File: config.mk
export PLATFORM = sky130hd
export DESIGN_NAME = crcpc_back
export DESIGN_NICKNAME = d
export VERILOG_FILES = /design/src/design/crcpc_pkg.sv /design/src/design/crcpc_back.sv
export SDC_FILE = /design/constraint.sdc
export NUM_CORES = 1
export LEC_CHECK = 0
export BUFFER_PORTS_ARGS = -buffer_cell sky130_fd_sc_hd__buf_2
export CAP_MARGIN = 20
export CORE_MARGIN = 2
export CORE_UTILIZATION = 35
export CTS_BUF_LIST = sky130_fd_sc_hd__clkbuf_8
export DETAILED_ROUTE_END_ITERATION = 6
export SETUP_SLACK_MARGIN = 0.1
export SLEW_MARGIN = 15
export SYNTH_ARGS = -nofsm -noshare
export SYNTH_HDL_FRONTEND = slang
export SYNTH_SLANG_ARGS = --single-unit
File: constraint.sdc
create_clock -name clk -period 4.6 [get_ports clk]
set_clock_uncertainty 0.2 [all_clocks]
set_input_delay 0.23 -clock clk [delete_from_list [all_inputs] [get_ports clk]]
set_output_delay 0.23 -clock clk [all_outputs]
set_load 0.03 [all_outputs]
File: src/design/crcpc_pkg.sv
// ----------------------------------------------------------------------------
// crcpc_pkg
// shared types, constants and the crc-16/arc word update for the packet checker
// ----------------------------------------------------------------------------
package crcpc_pkg;

  localparam int unsigned WORD_W         = 16;
  localparam int unsigned POS_W          = 3;
  localparam int unsigned PACKET_WORDS_D = 6;
  localparam int unsigned QUEUE_DEPTH    = 2;
  localparam int unsigned ADDR_W         = 3;
  localparam int unsigned DATA_W         = 32;

  localparam logic [WORD_W-1:0] CRC_POLY     = 16'hA001;
  localparam logic [WORD_W-1:0] EXP_LEN_RST  = 16'd6;
  localparam logic [ADDR_W-1:0] ADDR_EXP_LEN = 3'd0;

  // role of a word inside the packet, set by the front end
  typedef enum logic [1:0] {
    KIND_HEADER,
    KIND_LENGTH,
    KIND_BODY,
    KIND_CRC
  } word_kind_t;

  // one classified word as it sits in the queue
  typedef struct packed {
    logic [WORD_W-1:0] word;
    word_kind_t        kind;
  } q_entry_t;

  // crc-16/arc over one word, high byte first; reflected, so lsb-first per
  // bit, which unrolls to a fixed xor matrix
  function automatic logic [WORD_W-1:0] crc_word(input logic [WORD_W-1:0] c,
                                                 input logic [WORD_W-1:0] w);
    logic [WORD_W-1:0] acc;
    acc = c ^ {8'h00, w[15:8]};
    for (int k = 0; k < 8; k++) begin
      acc = acc[0] ? ((acc >> 1) ^ CRC_POLY) : (acc >> 1);
    end
    acc = acc ^ {8'h00, w[7:0]};
    for (int k = 0; k < 8; k++) begin
      acc = acc[0] ? ((acc >> 1) ^ CRC_POLY) : (acc >> 1);
    end
    return acc;
  endfunction

endpackage

File: src/design/crcpc_back.sv
// ----------------------------------------------------------------------------
// crcpc_back
// runs the crc, holds header and length check, and registers the verdict beat
// ----------------------------------------------------------------------------
module crcpc_back (
  input  logic                         clk,
  input  logic                         rst_n,
  input  logic                         head_valid,
  input  crcpc_pkg::q_entry_t          head_entry,
  output logic                         pop,
  input  logic [crcpc_pkg::WORD_W-1:0] exp_len,
  output logic                         out_valid,
  input  logic                         out_stall,
  output logic [crcpc_pkg::WORD_W-1:0] out_header_out,
  output logic                         out_accepted
);

  logic [crcpc_pkg::WORD_W-1:0] crc_r, crc_nxt;
  logic [crcpc_pkg::WORD_W-1:0] hdr_r, hdr_nxt;
  logic                         len_ok_r, len_ok_nxt;
  logic                         out_valid_r, out_valid_nxt;
  logic [crcpc_pkg::WORD_W-1:0] out_hdr_r;
  logic                         out_acc_r;
  logic [crcpc_pkg::WORD_W-1:0] crc_upd;
  logic                         is_crc;
  logic                         load;
  logic                         ok;

  assign is_crc  = (head_entry.kind == crcpc_pkg::KIND_CRC);
  // a crc word waits only while the output register is held
  assign pop     = head_valid && (!is_crc || !out_valid_r || !out_stall);
  assign load    = pop && is_crc;
  assign crc_upd = crcpc_pkg::crc_word(crc_r, head_entry.word);
  assign ok      = len_ok_r && (crc_r == head_entry.word);

  // packet state update
  always_comb begin
    crc_nxt    = crc_r;
    hdr_nxt    = hdr_r;
    len_ok_nxt = len_ok_r;
    if (pop) begin
      unique case (head_entry.kind)
        crcpc_pkg::KIND_HEADER: begin
          hdr_nxt    = head_entry.word;
          len_ok_nxt = 1'b0;
          crc_nxt    = crcpc_pkg::crc_word('0, head_entry.word);
        end
        crcpc_pkg::KIND_LENGTH: begin
          len_ok_nxt = (head_entry.word == exp_len);
          crc_nxt    = crc_upd;
        end
        crcpc_pkg::KIND_BODY: begin
          crc_nxt = crc_upd;
        end
        crcpc_pkg::KIND_CRC: begin
          crc_nxt = '0;
        end
        default: begin
          crc_nxt = crc_r;
        end
      endcase
    end
  end

  assign out_valid_nxt = load || (out_valid_r && out_stall);

  always_ff @(posedge clk) begin
    if (!rst_n) begin
      crc_r       <= '0;
      hdr_r       <= '0;
      len_ok_r    <= 1'b0;
      out_valid_r <= 1'b0;
    end else begin
      crc_r       <= crc_nxt;
      hdr_r       <= hdr_nxt;
      len_ok_r    <= len_ok_nxt;
      out_valid_r <= out_valid_nxt;
    end
  end

  // verdict payload
  always_ff @(posedge clk) begin
    if (load) begin
      out_hdr_r <= ok ? hdr_r : '0;
      out_acc_r <= ok;
    end
  end

  assign out_valid      = out_valid_r;
  assign out_header_out = out_hdr_r;
  assign out_accepted   = out_acc_r;

endmodule

---- Yosys cells after proc, flatten, opt, wreduce, memory -nomap -nowiden ----
Cells that the tools add are included.
storage, ports and cells
  logic and storage cells ................. 95
  register bits ........................... 51
cells by class
  multiplexer cells ....................... 34
  eq/ne operators ......................... 5
  reduce and logical (&&, ||, !) cells .... 15
  bitwise logic cells ..................... 35
operators with widths
  kind                  count
  $mux W16              32
  $not A2 Y3            31
  $pmux W16 S3          1
  $xor A16 B8 Y16       3
  $eq A16 B16 Y1        2
  $eq A2 B2 Y1 const B  2
  $logic_and A1 B1 Y1   4
  $reduce_and A2 Y1     2
  $logic_not A1 Y1      3
  $logic_or A1 B1 Y1    3
  $not A1 Y3            1
  $eq A2 B1 Y1 const B  1
  $logic_not A2 Y1      1
  $pmux W1 S2           1
  $reduce_bool A2 Y1    1
  $reduce_or A2 Y1      1

---- Logic depth before layout (Yosys ltp) ----
  depth after elaboration ................. 35
  mapped depth ............................ 8
  gate-level depth less buffers ........... 7

---- Worst setup path before layout ----
OpenSTA, ideal clock, no wires.
  kind .................................... reg-to-reg
  start point ............................. register out_valid_r (netlist: out_valid)
  end point ............................... register out_acc_r (netlist: out_accepted) (enable)
  arrival ................................. 1.937 ns
  buffers on the path ..................... 2
  cell stages (with the launch flop) ...... 5
  clock period less this slack ............ 2.511 ns
  path slack .............................. 2.089 ns
  setup time .............................. 0.375 ns
  path through ............................ dfxtp_1 a31oi_1 clkbuf_1 clkbuf_1 and2_1
between the ends
  cells in the longest elaborated chain, start to end .. 5
ends and longest elaborated chain
  element                          line              source
  start: declaration               crcpc_back.sv:21  logic out_valid_r, out_valid_nxt;
  start signal: assignment         crcpc_back.sv:77  out_valid_r <= out_valid_nxt;
  $logic_not A1 Y1                 crcpc_back.sv:31  assign pop = head_valid && (!is_crc || !out_valid_r || !out_stall);
  $logic_or A1 B1 Y1 (2 in a row)  crcpc_back.sv:31
  $logic_and A1 B1 Y1              crcpc_back.sv:31
  named net pop                    crcpc_back.sv:10  output logic pop,
  $logic_and A1 B1 Y1              crcpc_back.sv:32  assign load = pop && is_crc;
  named net load                   crcpc_back.sv:26  logic load;
  end signal: assignment           crcpc_back.sv:85  out_acc_r <= ok;
  end: declaration                 crcpc_back.sv:23  logic out_acc_r;
The timed path passes the listed nets, and every way through them passes these cells.
A chain may end at the register's enable or synchronous reset.

---- Worst setup path after layout ----
  start point ............................. input head_valid
  end point ............................... register out_hdr_r (netlist bit out_header_out[9]) (enable)
between the ends
  cells in the longest elaborated chain, start to end .. 2
ends and longest elaborated chain
  element                 line              source
  start: declaration      crcpc_back.sv:8   input logic head_valid,
  $logic_and A1 B1 Y1     crcpc_back.sv:31
  $logic_and A1 B1 Y1     crcpc_back.sv:32
  named net load          crcpc_back.sv:26
  end signal: assignment  crcpc_back.sv:84  out_hdr_r <= ok ? hdr_r : '0;
  end: declaration        crcpc_back.sv:22  logic [crcpc_pkg::WORD_W-1:0] out_hdr_r;
The timed path passes the listed nets, and every way through them passes these cells.

==> results.txt <==
die width - 100 um
Crit Path Class - in -> reg
drt wl/cell - 15.9 um
post-synth cell types - 33
Seq. cell area - 0.00119 mm2
post-synthesis cell count - 340
initial antenna violation count - 0
Placer Congestion - 0.873
routed via count - 2418
DR DRC count - 0
Worst Setup EP - out_header_out[9]
mux cell area share after synthesis - 0
Port Buffers - 56
Slew @ Worst Pin - 0.782 ns
Compound-Gate Fraction of Synth Area - 0.154
RSZ-0062 raised after global routing - no
Seq cells post-synth - 51
Crit Path Max Fanout - 37
Ant. Diodes - 0
layout cells sized above 1 - 0.198
Clock transition at path regs - 0.10 ns
Longest Clk Path Bufs - 2
status - complete, no violations
maximum vdd drop - 187 uV
# fillers - 908
die area - 0.0100 mm2
post-place setup slack - 2.07 ns
max frequency - 407 MHz
final worst-path setup slack - 2.14 ns
startpoint types - input pin
start point of the critical path - head_valid
syn nets - 381
Avg Cell Area, Syn - 9.48 um2
Setup violations, final - 0
initial core utilization - 0.354
Period minus WS final - 2.46 ns
CP Capture Type - flip-flop
core area - 0.00911 mm2
max cap viols - 0
Setup Total Neg Slack - 0 ns
leakage power - 0.00155 uW
Root Buffer - clkbuf_8
Multi-input gate area - 0.00189 mm2
die height - 100 um
nets@finish - 414
Worst EP required - 4.35 ns
Reg2Reg Launch Point - crc_r[4]
post-CTS sizing - 0
Synth Area in Simple Gates - 0.140
vias in the first global route - 2292
R2R Path End - crc_r[15]
Seq/Total Area, Yosys - 0.369
total CTS buffers - 5
cell count of the worst reg-to-reg path - 7
Pwr Density - 365 mW/mm2
Vias/cell - 4.99
DPL Wire Length - 5.62 mm
Hold Path Class - in -> reg
CTS H-Tree Depth - 2
standard-cell rows - 35
GRT overflow - 0
global-route usage over all layers - 0.156
Area Overhead vs Synth - 13.3%
largest net degree at the start of global routing - 38
Tcrit/Tclk final - 0.534
CTS tree - done
slew margin rel. - 0.479
IO Count - 57
first-pass GRT wire length - 12.0 mm
WL final - 7.71 mm
Final Max Tran Viols - 0
final hold violation count - 0
Synth Cell Area - 0.00322 mm2
Antenna Nets Post-Route - 0
Critical Path AT - 2.20 ns
initial drt markers - 113
largest family of logic cells by synthesized area - XOR/XNOR gates
Synth Warn # - 0
first-pass detailed-route iteration total - 4
# clock sinks - 51
Synth Area in XOR/XNOR - 0.274
FF-to-FF setup slack - 2.17 ns
Post-Synth Adder-Cell Area - 0.0116
worst-skew pair later-pin latency - 0.31 ns
[metal layers]
metal | global-route usage | vias up | wire length (um)
li1 | - | 1207 | -
met1 | 0.194 | 1148 | 3490
met2 | 0.274 | 56 | 3740
met3 | 0.0279 | 7 | 375
met4 | 0.0464 | 0 | 102
met5 | 0 | - | 0
[what timing repair did]
action	4_1_cts	5_1_grt
hold buffers	1	0
buffers inserted	0	0
setup endpoints to repair	0	0
endpoints found under the hold margin	1	0
[worst min-delay path by stage]
stage,cells after the start,start,end,slack (ns)
6_report,3,out_stall,out_valid,0.03
5_1_grt,3,head_entry[16],hdr_r[14],0.05
4_1_cts,3,out_stall,out_valid,0.02
3_3_place_gp,2,hdr_r[6],hdr_r[6],0.25
2_1_floorplan,2,rst_n,crc_r[0],0.17
3_5_place_dp,2,hdr_r[1],hdr_r[1],0.25
[per-stage QoR]
stage           util  area [um2]  hold slack (ns)  power [uW]  cells
6_report       0.401        3650           0.0279        1330    485
2_1_floorplan      -        3220            0.168         937    340
5_1_grt        0.401        3650           0.0499        1410    485
3_3_place_gp   0.386        3520            0.246        1010    476
4_1_cts        0.400        3640           0.0246        1340    485
3_5_place_dp   0.386        3520            0.254        1020    476
[power by group]
| group | switching, uW | internal [uW] |
|---|---|---|
| Clock | 159 | 164 |
| Sequential | 35.2 | 488 |
| Combinational | 232 | 257 |
| Total | 426 | 909 |
[cell type report]
type | count | area share
Multi-Input combinational cell | 253 | 0.518
Sequential cell | 51 | 0.326
Timing Repair Buffer | 59 | 0.0836
Tap cell | 111 | 0.0380
Clock buffer | 5 | 0.0188
Clock inverter | 3 | 0.0127
Inverter | 3 | 0.00308
[worst max-delay path: stages]
cell and delay, ns:
dlygate4sd3_1 0.52, buf_2 0.11, inv_1 0.04, a31oi_2 0.21, buf_4 0.38, and2_1 0.70
[cell families (layout without fill, tap and decap cells)]
family / count (synthesis) / in the layout
DFF: 51 / 51
adders and majority gates: 3 / 3
buffers and inverters: 36 / 70
and+or+nand+nor: 95 / 95
xor gates and xnor gates: 91 / 91
AOI/OAI and AO/OA: 64 / 64
[cells in the mapped netlist]
master / n / area share
o21ai_0: 4 / 0.0062
nand4_1: 7 / 0.014
nand2_1: 53 / 0.062
xnor3_1: 2 / 0.014
xnor2_1: 63 / 0.17
buf_1: 1 / 0.0012
xnor2_2: 1 / 0.0050
a22oi_1: 12 / 0.028
nor2b_1: 1 / 0.0019
buf_6: 1 / 0.0035
a21oi_1: 2 / 0.0031
nor4_1: 3 / 0.0058
dfxtp_1: 34 / 0.21
a21o_1: 9 / 0.021
nand3_1: 1 / 0.0016
xor2_4: 2 / 0.017
xnor3_2: 1 / 0.0074
xor2_1: 22 / 0.060
nor3_1: 10 / 0.016
o221ai_1: 2 / 0.0054
ha_1: 3 / 0.012
buf_2: 8 / 0.012
a21o_2: 1 / 0.0027
nand2b_1: 1 / 0.0019
buf_4: 3 / 0.0070
inv_1: 3 / 0.0035
edfxtp_1: 17 / 0.16
and2b_2: 1 / 0.0027
o211a_1: 13 / 0.040
a31oi_1: 4 / 0.0078
and2_1: 18 / 0.035
a21boi_0: 17 / 0.040
clkbuf_1: 20 / 0.023
[sequential cells by signal, indices dropped and copies added, names as in the netlist]
signal and cells:
crc_r 16, out_accepted 1, len_ok_r 1, out_header_out 16
hdr_r 16, out_valid 1
[layout by cell type, fill, tap and decap left out, types with 2 or more instances in the layout]
master,instances
a21boi_0,17
a21o_1,9
a21oi_1,2
a22oi_1,12
a31oi_1,3
and2_1,18
buf_2,56
buf_4,2
clkbuf_8,5
dfxtp_1,34
edfxtp_1,17
ha_1,3
inv_1,3
nand2_1,53
nand4_1,7
nor3_1,10
nor4_1,2
o211a_1,13
o21ai_0,4
o221ai_1,2
xnor2_1,63
xnor3_1,2
xor2_1,22
xor2_4,2
No activity file was read; power rests on OpenSTA's default activity.
